### config.mk
export PLATFORM = sky130hd
export DESIGN_NAME = bipartite_max_matching_top
export DESIGN_NICKNAME = d
export VERILOG_FILES = /design/src/hw/rtl/bmm_pkg.sv /design/src/hw/rtl/bmm_ram.sv /design/src/hw/rtl/bmm_cfg.sv /design/src/hw/rtl/bmm_solver.sv /design/src/hw/rtl/bipartite_max_matching_top.sv
export SDC_FILE = /design/constraint.sdc
export NUM_CORES = 1
export LEC_CHECK = 0
export ABC_AREA = 0
export ABC_CLOCK_PERIOD_IN_PS = 16300
export BUFFER_PORTS_ARGS = -buffer_cell sky130_fd_sc_hd__buf_2
export CORE_MARGIN = 2
export CORE_UTILIZATION = 65
export DETAILED_ROUTE_END_ITERATION = 10
export PLACE_DENSITY = 0.83
export SYNTH_ARGS = -nofsm -noshare
export SYNTH_HDL_FRONTEND = slang
export SYNTH_SLANG_ARGS = --single-unit
### constraint.sdc
create_clock -name clk -period 16.3 [get_ports clk]
set_input_delay 0.815 -clock clk [delete_from_list [all_inputs] [get_ports clk]]
set_output_delay 0.815 -clock clk [all_outputs]
set_load 0.02 [all_outputs]
### src/hw/rtl/bmm_pkg.sv
// ----------------------------------------------------------------------------
// bmm_pkg
// Shared types and constants for the bipartite maximum matching block.
// ----------------------------------------------------------------------------
package bmm_pkg;

  localparam int MAX_VERTICES = 16;
  localparam int VTX_W        = 4;   // bits of a vertex index
  localparam int CNT_W        = 5;   // bits of a count up to MAX_VERTICES
  localparam int ROW_W        = 16;  // bits of one adjacency row
  localparam int PADDR_W      = 3;
  localparam int PDATA_W      = 32;

  localparam logic [CNT_W-1:0] SIZE_RESET = 5'd16;
  localparam logic [CNT_W-1:0] SIZE_CAP   = 5'd16;

  // Register index codes.
  localparam logic REG_SIZE_IN_USE = 1'b0;

  // Command codes.
  localparam logic CMD_LOAD  = 1'b0;
  localparam logic CMD_SOLVE = 1'b1;

  typedef struct packed {
    logic             command;
    logic [VTX_W-1:0] row_index;
    logic [ROW_W-1:0] edge_bits;
  } in_t;

  typedef struct packed {
    logic [VTX_W-1:0] column;
    logic             matched;
    logic [VTX_W-1:0] partner_row;
    logic [CNT_W-1:0] match_count;
    logic             last;
  } out_t;

  typedef struct packed {
    logic valid;
    out_t word;
  } emit_t;

endpackage

### src/hw/rtl/bmm_ram.sv
// ----------------------------------------------------------------------------
// bmm_ram
// Generic single-write, single-read RAM with a registered read port.
// ----------------------------------------------------------------------------
module bmm_ram #(
  parameter int WIDTH = 16,
  parameter int DEPTH = 16
) (
  input  logic                     clk,
  input  logic                     we,
  input  logic [$clog2(DEPTH)-1:0] waddr,
  input  logic [WIDTH-1:0]         wdata,
  input  logic                     re,
  input  logic [$clog2(DEPTH)-1:0] raddr,
  output logic [WIDTH-1:0]         rdata
);

  logic [WIDTH-1:0] mem [DEPTH];

  always_ff @(posedge clk) begin
    if (we) begin
      mem[waddr] <= wdata;
    end
    // The read data holds until the next read is issued.
    if (re) begin
      rdata <= mem[raddr];
    end
  end

endmodule

### src/hw/rtl/bmm_cfg.sv
// ----------------------------------------------------------------------------
// bmm_cfg
// APB register file holding size_in_use and the clamped working size.
// ----------------------------------------------------------------------------
module bmm_cfg
  import bmm_pkg::*;
(
  input  logic               clk,
  input  logic               rst,
  input  logic               psel,
  input  logic               penable,
  input  logic               pwrite,
  input  logic [PADDR_W-1:0] paddr,
  input  logic [PDATA_W-1:0] pwdata,
  output logic [PDATA_W-1:0] prdata,
  output logic               pready,
  output logic [CNT_W-1:0]   size
);

  logic [CNT_W-1:0] size_in_use;
  logic             reg_hit;

  assign pready  = 1'b1;
  assign reg_hit = (paddr[PADDR_W-1] == REG_SIZE_IN_USE);

  always_ff @(posedge clk) begin
    if (rst) begin
      size_in_use <= SIZE_RESET;
    end else if (psel && penable && pwrite && pready && reg_hit) begin
      size_in_use <= pwdata[CNT_W-1:0];
    end
  end

  assign prdata = reg_hit ? {{(PDATA_W-CNT_W){1'b0}}, size_in_use} : '0;

  // A size of zero works as one; anything past the cap saturates.
  always_comb begin
    if (size_in_use == '0) begin
      size = CNT_W'(1);
    end else if (size_in_use > SIZE_CAP) begin
      size = SIZE_CAP;
    end else begin
      size = size_in_use;
    end
  end

endmodule

### src/hw/rtl/bmm_solver.sv
// ----------------------------------------------------------------------------
// bmm_solver
// Augmenting-path sequencer over the adjacency and match table memories,
// with an explicit frame stack for the depth-first search.
// ----------------------------------------------------------------------------
module bmm_solver
  import bmm_pkg::*;
(
  input  logic             clk,
  input  logic             rst,
  input  logic             start,
  input  logic             load_we,
  input  logic [VTX_W-1:0] load_row,
  input  logic [ROW_W-1:0] load_bits,
  input  logic [CNT_W-1:0] size,
  input  logic             emit_take,
  output logic             busy,
  output emit_t            emit
);

  localparam logic [3:0] S_IDLE       = 4'd0;
  localparam logic [3:0] S_ROOT       = 4'd1;
  localparam logic [3:0] S_ADJ_WAIT   = 4'd2;
  localparam logic [3:0] S_SCAN       = 4'd3;
  localparam logic [3:0] S_MATCH_WAIT = 4'd4;
  localparam logic [3:0] S_AUGMENT    = 4'd5;
  localparam logic [3:0] S_NEXT_ROOT  = 4'd6;
  localparam logic [3:0] S_EMIT_RD    = 4'd7;
  localparam logic [3:0] S_EMIT_WAIT  = 4'd8;

  logic [3:0]        state;
  logic [CNT_W-1:0]  n_size;
  logic [CNT_W-1:0]  root;
  logic [CNT_W-1:0]  col;
  logic [CNT_W-1:0]  depth;
  logic [CNT_W-1:0]  pair_total;
  logic [VTX_W-1:0]  aug_k;
  logic [ROW_W-1:0]  visited;
  logic [ROW_W-1:0]  valid_bits;
  logic [VTX_W-1:0]  stack_left  [MAX_VERTICES];
  logic [CNT_W-1:0]  stack_right [MAX_VERTICES];

  logic [VTX_W-1:0]  top_idx;
  logic [VTX_W-1:0]  cur_u;
  logic [CNT_W-1:0]  cur_v;
  logic [VTX_W-1:0]  v_idx;
  logic              v_out;
  logic              v_free;

  logic              adj_re;
  logic [VTX_W-1:0]  adj_raddr;
  logic [ROW_W-1:0]  adj_rdata;
  logic              match_we;
  logic [VTX_W-1:0]  match_waddr;
  logic              match_re;
  logic [VTX_W-1:0]  match_raddr;
  logic [VTX_W-1:0]  match_rdata;
  logic              col_last;

  assign top_idx = VTX_W'(depth - CNT_W'(1));
  assign cur_u   = stack_left[top_idx];
  assign cur_v   = stack_right[top_idx];
  assign v_idx   = cur_v[VTX_W-1:0];
  assign v_out   = (cur_v >= n_size);
  // adj_rdata still holds the row of the top frame's left vertex.
  assign v_free  = adj_rdata[v_idx] && !visited[v_idx];
  assign col_last = ((col + CNT_W'(1)) == n_size);

  assign busy = (state != S_IDLE);

  // Memory port selection.
  always_comb begin
    adj_re      = 1'b0;
    adj_raddr   = cur_u;
    match_re    = 1'b0;
    match_raddr = v_idx;
    case (state)
      S_ROOT: begin
        adj_re    = 1'b1;
        adj_raddr = root[VTX_W-1:0];
      end
      S_SCAN: begin
        if (v_out) begin
          adj_re    = (depth > CNT_W'(1));
          adj_raddr = stack_left[top_idx - VTX_W'(1)];
        end else if (v_free && valid_bits[v_idx]) begin
          match_re = (depth < CNT_W'(MAX_VERTICES));
        end
      end
      S_MATCH_WAIT: begin
        adj_re    = 1'b1;
        adj_raddr = match_rdata;
      end
      S_EMIT_RD: begin
        match_re    = 1'b1;
        match_raddr = col[VTX_W-1:0];
      end
      default: begin
      end
    endcase
  end

  assign match_we    = (state == S_AUGMENT);
  assign match_waddr = stack_right[aug_k][VTX_W-1:0];

  bmm_ram #(
    .WIDTH (ROW_W),
    .DEPTH (MAX_VERTICES)
  ) u_adj_ram (
    .clk   (clk),
    .we    (load_we),
    .waddr (load_row),
    .wdata (load_bits),
    .re    (adj_re),
    .raddr (adj_raddr),
    .rdata (adj_rdata)
  );

  bmm_ram #(
    .WIDTH (VTX_W),
    .DEPTH (MAX_VERTICES)
  ) u_match_ram (
    .clk   (clk),
    .we    (match_we),
    .waddr (match_waddr),
    .wdata (stack_left[aug_k]),
    .re    (match_re),
    .raddr (match_raddr),
    .rdata (match_rdata)
  );

  always_comb begin
    emit.valid            = (state == S_EMIT_WAIT);
    emit.word.column      = col[VTX_W-1:0];
    emit.word.matched     = valid_bits[col[VTX_W-1:0]];
    emit.word.partner_row = valid_bits[col[VTX_W-1:0]] ? match_rdata : '0;
    emit.word.match_count = pair_total;
    emit.word.last        = col_last;
  end

  always_ff @(posedge clk) begin
    if (rst) begin
      state      <= S_IDLE;
      depth      <= '0;
      pair_total <= '0;
      visited    <= '0;
      valid_bits <= '0;
      root       <= '0;
      col        <= '0;
      n_size     <= SIZE_RESET;
      aug_k      <= '0;
    end else begin
      case (state)
        S_IDLE: begin
          if (start) begin
            valid_bits <= '0;
            pair_total <= '0;
            root       <= '0;
            n_size     <= size;
            state      <= S_ROOT;
          end
        end
        S_ROOT: begin
          visited        <= '0;
          stack_left[0]  <= root[VTX_W-1:0];
          stack_right[0] <= '0;
          depth          <= CNT_W'(1);
          state          <= S_ADJ_WAIT;
        end
        S_ADJ_WAIT: begin
          state <= S_SCAN;
        end
        S_SCAN: begin
          if (v_out) begin
            // Frame exhausted: pop it and move its parent to the next column.
            depth <= depth - CNT_W'(1);
            if (depth == CNT_W'(1)) begin
              state <= S_NEXT_ROOT;
            end else begin
              stack_right[top_idx - VTX_W'(1)] <=
                stack_right[top_idx - VTX_W'(1)] + CNT_W'(1);
              state <= S_ADJ_WAIT;
            end
          end else if (v_free) begin
            visited[v_idx] <= 1'b1;
            if (!valid_bits[v_idx]) begin
              aug_k <= top_idx;
              state <= S_AUGMENT;
            end else if (depth < CNT_W'(MAX_VERTICES)) begin
              state <= S_MATCH_WAIT;
            end else begin
              stack_right[top_idx] <= cur_v + CNT_W'(1);
            end
          end else begin
            stack_right[top_idx] <= cur_v + CNT_W'(1);
          end
        end
        S_MATCH_WAIT: begin
          stack_left[depth[VTX_W-1:0]]  <= match_rdata;
          stack_right[depth[VTX_W-1:0]] <= '0;
          depth <= depth + CNT_W'(1);
          state <= S_ADJ_WAIT;
        end
        S_AUGMENT: begin
          // Each frame's column now pairs with that frame's left vertex.
          valid_bits[match_waddr] <= 1'b1;
          if (aug_k == '0) begin
            pair_total <= pair_total + CNT_W'(1);
            depth      <= '0;
            state      <= S_NEXT_ROOT;
          end else begin
            aug_k <= aug_k - VTX_W'(1);
          end
        end
        S_NEXT_ROOT: begin
          if ((root + CNT_W'(1)) >= n_size) begin
            col   <= '0;
            state <= S_EMIT_RD;
          end else begin
            root  <= root + CNT_W'(1);
            state <= S_ROOT;
          end
        end
        S_EMIT_RD: begin
          state <= S_EMIT_WAIT;
        end
        S_EMIT_WAIT: begin
          if (emit_take) begin
            col <= col + CNT_W'(1);
            if (col_last) begin
              state <= S_IDLE;
            end else begin
              state <= S_EMIT_RD;
            end
          end
        end
        default: begin
          state <= S_IDLE;
        end
      endcase
    end
  end

endmodule

### src/hw/rtl/bipartite_max_matching_top.sv
// ----------------------------------------------------------------------------
// bipartite_max_matching_top
// Maximum bipartite matching over a loaded adjacency matrix.
// ----------------------------------------------------------------------------
// A load word (command 0) writes one adjacency row; it is taken only while
// the block is idle. A solve word (command 1) runs an augmenting-path search
// for every left vertex in use and then returns one result word per right
// vertex, the last one flagged. req_ready stays low from the solve until its
// final result word has been handed to the output register. The solve is
// paced by the search sequencer and its registered memory reads: each left
// vertex starts with a root setup and a wait for its adjacency row, each
// column is tested in the scan state, each stack push reads the match table
// and then the new row, each pop back to a parent frame rereads the parent's
// row, an augment flips one edge per frame, and each result word reads the
// match table and then waits on any output stall, so solve time depends on the graph.
// ----------------------------------------------------------------------------
module bipartite_max_matching_top
  import bmm_pkg::*;
(
  input  logic               clk,
  input  logic               rst,
  input  logic               psel,
  input  logic               penable,
  input  logic               pwrite,
  input  logic [PADDR_W-1:0] paddr,
  input  logic [PDATA_W-1:0] pwdata,
  output logic [PDATA_W-1:0] prdata,
  output logic               pready,
  input  logic               req_valid,
  output logic               req_ready,
  input  in_t                req,
  output logic               rsp_valid,
  input  logic               rsp_ready,
  output out_t               rsp
);

  logic             busy;
  logic             take;
  logic             emit_take;
  logic [CNT_W-1:0] size;
  emit_t            emit;

  assign req_ready = !busy;
  assign take      = req_valid && req_ready;
  assign emit_take = !rsp_valid || rsp_ready;

  bmm_cfg u_cfg (
    .clk     (clk),
    .rst     (rst),
    .psel    (psel),
    .penable (penable),
    .pwrite  (pwrite),
    .paddr   (paddr),
    .pwdata  (pwdata),
    .prdata  (prdata),
    .pready  (pready),
    .size    (size)
  );

  bmm_solver u_solver (
    .clk       (clk),
    .rst       (rst),
    .start     (take && (req.command == CMD_SOLVE)),
    .load_we   (take && (req.command == CMD_LOAD)),
    .load_row  (req.row_index),
    .load_bits (req.edge_bits),
    .size      (size),
    .emit_take (emit_take),
    .busy      (busy),
    .emit      (emit)
  );

  // Output register: a result waits here while the sequencer moves on.
  always_ff @(posedge clk) begin
    if (rst) begin
      rsp_valid <= 1'b0;
    end else if (emit_take) begin
      rsp_valid <= emit.valid;
    end
  end

  always_ff @(posedge clk) begin
    if (emit_take && emit.valid) begin
      rsp <= emit.word;
    end
  end

endmodule

Word-level counts from Yosys, hierarchy flattened
Memory sizes are Yosys's and may differ from the RTL's. A register that Yosys moved wholly into a read port is not among the register bits.
Index checks and enable logic that the tools add are counted.
{ "totals": {"word_cells": 204, "regBits": 86, "mem_bits_rw": 464, "memories": 4} }
{ "mem_list": {"columns": ["memory", "words", "width", "rd", "rd_clocked_by_memory_dff", "wr", "line_no", "source"], "rows": [
  ["u_solver.u_adj_ram.mem", 16, 16, 1, 1, 1, "bmm_ram.sv:18", "logic [WIDTH-1:0] mem [DEPTH];"],
  ["u_solver.stack_right", 16, 5, 3, 1, 1, "bmm_solver.sv:41", "logic [CNT_W-1:0] stack_right [MAX_VERTICES];"],
  ["u_solver.stack_left", 16, 4, 3, 1, 1, "bmm_solver.sv:40", "logic [VTX_W-1:0] stack_left [MAX_VERTICES];"],
  ["u_solver.u_match_ram.mem", 16, 4, 1, 1, 1, "bmm_ram.sv:18", null]
]} }
{ "op_classes": {"eq_ne": 22, "n_reduce_logical": 39, "bitwise_logic": 5, "mux": 99, "n_addsub": 9, "n_lt_le_gt_ge": 10} }
{ "ops": {"columns": ["operator", "count"], "rows": [
  ["4-bit two-way mux", 22],
  ["5-bit two-way mux", 14],
  ["16-bit case mux with 2 select lines", 2],
  ["16-bit two-way mux", 3],
  ["1-bit two-way mux", 40],
  ["16-bit bitwise OR", 2],
  ["4-bit case mux with 8 select lines", 1],
  ["5-bit by 1-bit adder with 5-bit output, second input constant", 6],
  ["5-bit case mux with 2 select lines", 3],
  ["5-bit case mux with 4 select lines", 1],
  ["1-bit binary-select mux with 4-bit select", 4],
  ["4-bit by 3-bit == test with 1-bit output, second input constant", 4],
  ["4-bit by 5-bit < comparator with 1-bit output, second input constant", 3],
  ["3-bit AND reduction", 5],
  ["5-bit OR reduction", 3],
  ["2-bit inequality test, second input constant", 6],
  ["4-bit case mux with 3 select lines", 1],
  ["1-bit logical AND", 11],
  ["5-bit >= comparator", 2],
  ["5-bit AND reduction", 2],
  ["2-bit nonzero test", 5],
  ["3-bit two-way mux", 3],
  ["1-bit demux with 4-bit select", 2],
  ["4-bit by 2-bit == test with 1-bit output, second input constant", 2],
  ["25 further kinds", 37]
]} }

Depth between registers and ports, before layout
An unclocked memory read counts as a cell.
{ "logic_depth": {"ltp_word": 15, "depth_mapped": 29} }

By module
From an unflattened synthesis, not the netlist that was laid out.
{ "unflattened": {"cells_unflattened": 1700, "area_unflattened_um2": 26664.3} }
{ "modules_own_cells": {"columns": ["module", "seq_area_each_um2", "instances", "cells_per_inst", "area_per_inst_um2"], "rows": [
  ["bmm_solver", 5705.5, 1, 1050, 12705.9],
  ["bmm_ram (u_solver.u_adj_ram)", 8167.8, 1, 432, 10202.3],
  ["bmm_ram (u_solver.u_match_ram)", 2042.0, 1, 130, 2706.3],
  ["bmm_cfg", 100.1, 1, 65, 526.8],
  ["bipartite_max_matching_top", 470.5, 1, 23, 523.0]
]} }

Least setup slack after synthesis
OpenSTA, ideal clock, no wires.
{ "synth_path": {"path_kind": "flip-flop to flip-flop", "startpoint": "register u_solver.depth[0]", "endpoint": "register u_solver.u_adj_ram.rdata[10] (read register of u_solver.u_adj_ram.mem), data pin", "stages_incl_launch_ff": 28, "slack_ns": 9.457, "synth_period_minus_slack_ns": 6.843, "t_arrival_ns": 6.581, "n_path_buf": 14, "cell_sequence": "dfxtp_1 > buf_6 > buf_4 > buf_4 > buf_4 > buf_4 > inv_1 > ha_1 > buf_2 > buf_2 > buf_2 > buf_2 > buf_4 > buf_2 > clkbuf_1 > mux4_2 > nand2_1 > and3_1 > a31oi_1 > ha_1 > a21oi_1 > nand2b_1 > o221a_2 > buf_2 > buf_2 > mux4_2 > a22oi_1 > nand3_1"} }
{ "synth_between": {"elab_chain_len": 5, "word_cells_on_any_way": 10, "classes_between": "add/sub: 2; order compare: 2; mux: 4; memory: 2"} }
{ "synth_lines": {"columns": ["element", "line_no", "source"], "rows": [
  ["start: declaration", "bmm_solver.sv:35", "logic [CNT_W-1:0] depth;"],
  ["start signal: assignment", "bmm_solver.sv:176", "depth <= depth - CNT_W'(1);"],
  ["start signal: assignment", "bmm_solver.sv:201", "depth <= depth + CNT_W'(1);"],
  ["5-bit by 1-bit subtractor with 5-bit output", null, null],
  ["4-bit by 1-bit subtractor with 4-bit output / memory 16 x 5 bit (equally long branches)", null, null],
  ["memory 16 x 4 bit / 5-bit >= comparator (equally long branches)", null, null],
  ["4-bit two-way mux / 1-bit two-way mux (equally long branches)", "bmm_solver.sv:83", "if (v_out) begin"],
  ["4-bit case mux with 3 select lines / 1-bit case mux with 2 select lines (equally long branches)", "bmm_solver.sv:77", "case (state)"],
  ["end: declaration", "bmm_ram.sv:15", "output logic [WIDTH-1:0] rdata"]
]} }
Several ways; a longest one is shown, not always the timed one.
A chain may end at the register's enable or synchronous reset.

Worst setup path in the final report
{ "layout_path": {"startpoint": "register u_solver.depth[0]", "endpoint": "register u_solver.u_adj_ram.rdata[6] (read register of u_solver.u_adj_ram.mem), data pin"} }
Same word-level chain as after synthesis.

==> reports/results.txt <==
Slew HR - 0.200
Clock sink count - 574
Detailed Place HPWL - 38400 um
Ys Warns - 0
Buffer levels on the longest clock path - 3
Pin count of the biggest net entering global routing - 67
Part of the total power dissipated in sequential elements - 0.422
WP data required - 16670 ps
Critical Path End Type - flop
Hold Path Stages - 3
Total detailed-routing wirelength - 62300 um
Global route total overflow - 0
Vias per Instance - 6.88
Number of synthesized flops with an enable pin - 499
Leakage power of the design - 0.00957 uW
Clock share of power - 0.353
Crit path DAT - 7970 ps
Starting density of the core - 0.659
Number of different library cells in the post-synthesis netlist - 71
Outcome - completed
Register Area - 0.0165 mm^2
# hold bufs at CTS - 0
IO Count - 113
CTS clk-pin slew, worst paths - 60 ps
Area of the multi-input gates - 0.00917 mm^2
Height of the die - 205 um
Starting DRT DRC Count - 1849
Global router's overall resource usage - 0.306
Number of filler cells placed in the layout - 2339
Worst Setup Start Kind - flop
Largest driver fanout on the critical path - 62
Path category of the worst min-delay check - in -> reg
Number of routed nets with antenna violations - 0
Clk Latency, worst-skew pair - 650 ps
Buffers added on ports - 55
Wirelength per Cell - 26.9 um
Final Max Tran Viols - 0
Drt drc - 0
First-pass GRT wire length - 94700 um
Worst hold endpoint - u_cfg.size_in_use[0]$_SDFFE_PP0P_
Overall die area - 0.0419 mm^2
Flip-flop cell with the highest count after synthesis - sky130_fd_sc_hd__edfxtp_1
Final worst-path cycle share - 0.467
Worst Tran Pin Value - 1180 ps
Number of maximum-capacitance constraint violations - 0
HP Start - pwdata[0]
Number of H-tree levels - 2
Final Skew - 54.7 ps
Worst reg-to-reg path cell count - 17
First-pass iteration count of the detailed router - 5
Sequential element share of the synthesized area - 0.630
# setup viols final - 0
Syn Std Cell Area - 0.0262 mm^2
Initial antenna violation count - 0
Min Tclk post-route - 7600 ps
Number of gates resized after CTS - 0
Internal Dissipation - 2790 uW
CTS tree - yes
Switching Share - 0.281
R2r setup slk - 8700 ps
Routability cong. - 0.893
Unrepaired setup endpoints after global routing - false
Largest voltage drop on the vdd net - 163 uV
Total number of placement rows - 73
Clock root cell - sky130_fd_sc_hd__clkbuf_16
Count of endpoints failing hold in the final timing report - 0
Sw power - 1090 uW
Logic pwr share - 0.225
Total power - 3880 uW
Diode insertion count for antenna repair - 0
Synthesis-stage register bit count - 574
Post-synthesis async set-or-reset flop share - 0
Reg2reg start - u_solver.depth[0]$_SDFFE_PP0P_
Die extent in x - 205 um
Vias in the first global route - 15.7k
Reg-to-reg critical path endpoint - u_solver.u_adj_ram.rdata[6]$_DFFE_PP_
Mean area per synthesized cell - 15.4 um^2
Number of buffers inserted during clock tree synthesis - 55
Count of mapped cells out of synthesis - 1697
Fraction of final layout cells sized beyond drive strength 1 - 0.230
Category of the most critical setup path - reg -> reg
# Post-CTS Setup Buffers - 0
Post-synthesis to final-layout area growth - 10.6%
Final #Nets - 1827
Pwr/cell area - 134 mW/mm^2
Via Count - 15.9k
Summed negative setup slack over all endpoints - 0 ps
Fmax achieved - 132 MHz
Core box area - 0.0397 mm^2
kinds of logic (layout without fill, tap and decap cells):
| kind of cell | after synthesis | in the layout | share of synthesized area |
|---|---|---|---|
| compound gates | 221 | 221 | 0.0549 |
| xor+xnor | 25 | 25 | 0.00980 |
| fa+ha+maj | 23 | 23 | 0.0110 |
| buf+inv | 150 | 215 | 0.0282 |
| flops | 574 | 574 | 0.630 |
| mux | 253 | 253 | 0.184 |
| other cells | 2 | 28 | 0.000287 |
| simple gates | 449 | 449 | 0.0823 |
critical path, stage by stage (launching register included):
cell	delay, ps
sky130_fd_sc_hd__dfxtp_4	590
sky130_fd_sc_hd__buf_4	880
sky130_fd_sc_hd__or3_1	460
sky130_fd_sc_hd__xnor2_4	230
sky130_fd_sc_hd__mux4_2	760
sky130_fd_sc_hd__inv_1	200
sky130_fd_sc_hd__ha_1	310
sky130_fd_sc_hd__nand2b_1	150
sky130_fd_sc_hd__a21o_1	180
sky130_fd_sc_hd__a21o_1	170
sky130_fd_sc_hd__a21o_1	180
sky130_fd_sc_hd__a21oi_1	500
sky130_fd_sc_hd__nand2b_1	390
sky130_fd_sc_hd__o221a_4	810
sky130_fd_sc_hd__buf_4	620
sky130_fd_sc_hd__mux4_2	570
sky130_fd_sc_hd__nand3_1	120
sky130_fd_sc_hd__nand3_1	140
synthesized netlist by cell type, drive strengths merged, types with 4 or more instances:
master  number  area share
a22o         5      0.0017
ha          23       0.011
and3b        4      0.0013
dfxtp       75       0.057
a311oi       4      0.0013
a31oi        9      0.0022
a21o         8      0.0023
a211oi      19      0.0054
o21ai       23      0.0044
nor3        37      0.0071
mux2i       61       0.023
nor2b       26      0.0062
xor2         9      0.0037
a21oi       92       0.018
inv         16      0.0023
clkbuf      60      0.0087
o31ai        4      0.0011
nor2       140       0.020
or3          6      0.0014
o221a        4      0.0017
and3         4     0.00096
o22ai        4     0.00096
edfxtp     499        0.57
xnor2       16      0.0061
nand4b       4      0.0013
buf         74       0.017
or2          6      0.0014
or3b         5      0.0017
mux2        11      0.0047
a211o        4      0.0013
nand3b       9      0.0026
a22oi       23      0.0066
nor3b        9      0.0026
nand2      101       0.014
nand2b      15      0.0036
and2        17      0.0041
nand3       56       0.011
mux4       181        0.16
state kept, by name, summed over array words and instances, names as in the netlist, named ones only:
name / flops
u_solver.u_match_ram.mem: 64
rsp_valid: 1
u_solver.depth: 5
rsp: 15
u_solver.pair_total: 5
u_cfg.size_in_use: 5
u_solver.u_match_ram.rdata: 4
u_solver.root: 5
u_solver.stack_right: 80
u_solver.stack_left: 64
u_solver.visited: 16
u_solver.u_adj_ram.mem: 256
u_solver.aug_k: 4
u_solver.valid_bits: 16
u_solver.col: 5
u_solver.u_adj_ram.rdata: 16
u_solver.state: 4
u_solver.n_size: 5
stage by stage:
stage	hold slack [ps]	cell area (um^2)	setup slack, ps	instances	util
5_1_grt	411	28900	8070	2313	0.728
2_1_floorplan	406	26300	9460	1723	-
6_report	407	28900	8700	2313	0.728
3_5_place_dp	450	27000	8660	2209	0.678
3_3_place_gp	439	27000	8800	2209	0.678
4_1_cts	389	28900	8620	2313	0.728
worst max path at each step:
stage | to | depth (start not counted) | slack [ps] | start
2_1_floorplan | u_solver.u_adj_ram.rdata[10]$_DFFE_PP_ | 27 | 9460 | u_solver.depth[0]$_SDFFE_PP0P_
3_3_place_gp | u_solver.u_adj_ram.rdata[8]$_DFFE_PP_ | 17 | 8800 | u_solver.depth[0]$_SDFFE_PP0P_
3_5_place_dp | u_solver.u_adj_ram.rdata[6]$_DFFE_PP_ | 17 | 8660 | u_solver.depth[0]$_SDFFE_PP0P_
4_1_cts | u_solver.u_adj_ram.rdata[6]$_DFFE_PP_ | 17 | 8620 | u_solver.depth[0]$_SDFFE_PP0P_
5_1_grt | u_solver.u_adj_ram.rdata[6]$_DFFE_PP_ | 17 | 8070 | u_solver.depth[0]$_SDFFE_PP0P_
6_report | u_solver.u_adj_ram.rdata[6]$_DFFE_PP_ | 17 | 8700 | u_solver.depth[0]$_SDFFE_PP0P_
area by class of cell:
| class | count | area share |
|---|---|---|
| clock buffer | 81 | 0.0565 |
| clock inverter | 23 | 0.0121 |
| inverter | 16 | 0.00207 |
| multi-input combinational | 999 | 0.317 |
| sequential | 574 | 0.570 |
| tap | 525 | 0.0227 |
| timing repair buffer | 95 | 0.0199 |
layer usage:
layer / vias up / share of wire / wire (um) / GRT usage
met5: - / 0 / 0 / 0
met2: 1032 / 0.51 / 31600 / 0.512
met4: 0 / 0.039 / 2400 / 0.120
li1: 6732 / - / - / -
met1: 7994 / 0.37 / 22800 / 0.410
met3: 155 / 0.088 / 5470 / 0.0439
power groups by stage:
stage	combinational (uW)	sequential [uW]	clock, uW
floorplan	639	1660	0
global placement	826	1670	0
detailed placement	850	1670	0
CTS	869	1640	1380
global route	929	1640	1440
finish	873	1640	1370
placed cells by master, fill, tap and decap left out, types with 12 or more instances in the layout:
cell / Yosys / routed
sky130_fd_sc_hd__a211oi_1: 19 / 19
sky130_fd_sc_hd__a21oi_1: 89 / 89
sky130_fd_sc_hd__a22oi_1: 23 / 23
sky130_fd_sc_hd__and2_1: 17 / 17
sky130_fd_sc_hd__buf_2: 29 / 55
sky130_fd_sc_hd__buf_4: 35 / 40
sky130_fd_sc_hd__clkbuf_1: 59 / 12
sky130_fd_sc_hd__clkbuf_16: 0 / 57
sky130_fd_sc_hd__clkbuf_8: 0 / 12
sky130_fd_sc_hd__conb_1: 2 / 28
sky130_fd_sc_hd__dfxtp_1: 75 / 73
sky130_fd_sc_hd__edfxtp_1: 499 / 499
sky130_fd_sc_hd__ha_1: 23 / 22
sky130_fd_sc_hd__inv_1: 16 / 16
sky130_fd_sc_hd__mux2i_1: 61 / 58
sky130_fd_sc_hd__mux4_2: 181 / 181
sky130_fd_sc_hd__nand2_1: 101 / 101
sky130_fd_sc_hd__nand2b_1: 15 / 15
sky130_fd_sc_hd__nand3_1: 56 / 56
sky130_fd_sc_hd__nor2_1: 140 / 140
sky130_fd_sc_hd__nor2b_1: 26 / 26
sky130_fd_sc_hd__nor3_1: 37 / 33
sky130_fd_sc_hd__o21ai_0: 22 / 22
sky130_fd_sc_hd__xnor2_1: 15 / 14
(Power assumes the default switching activity.)
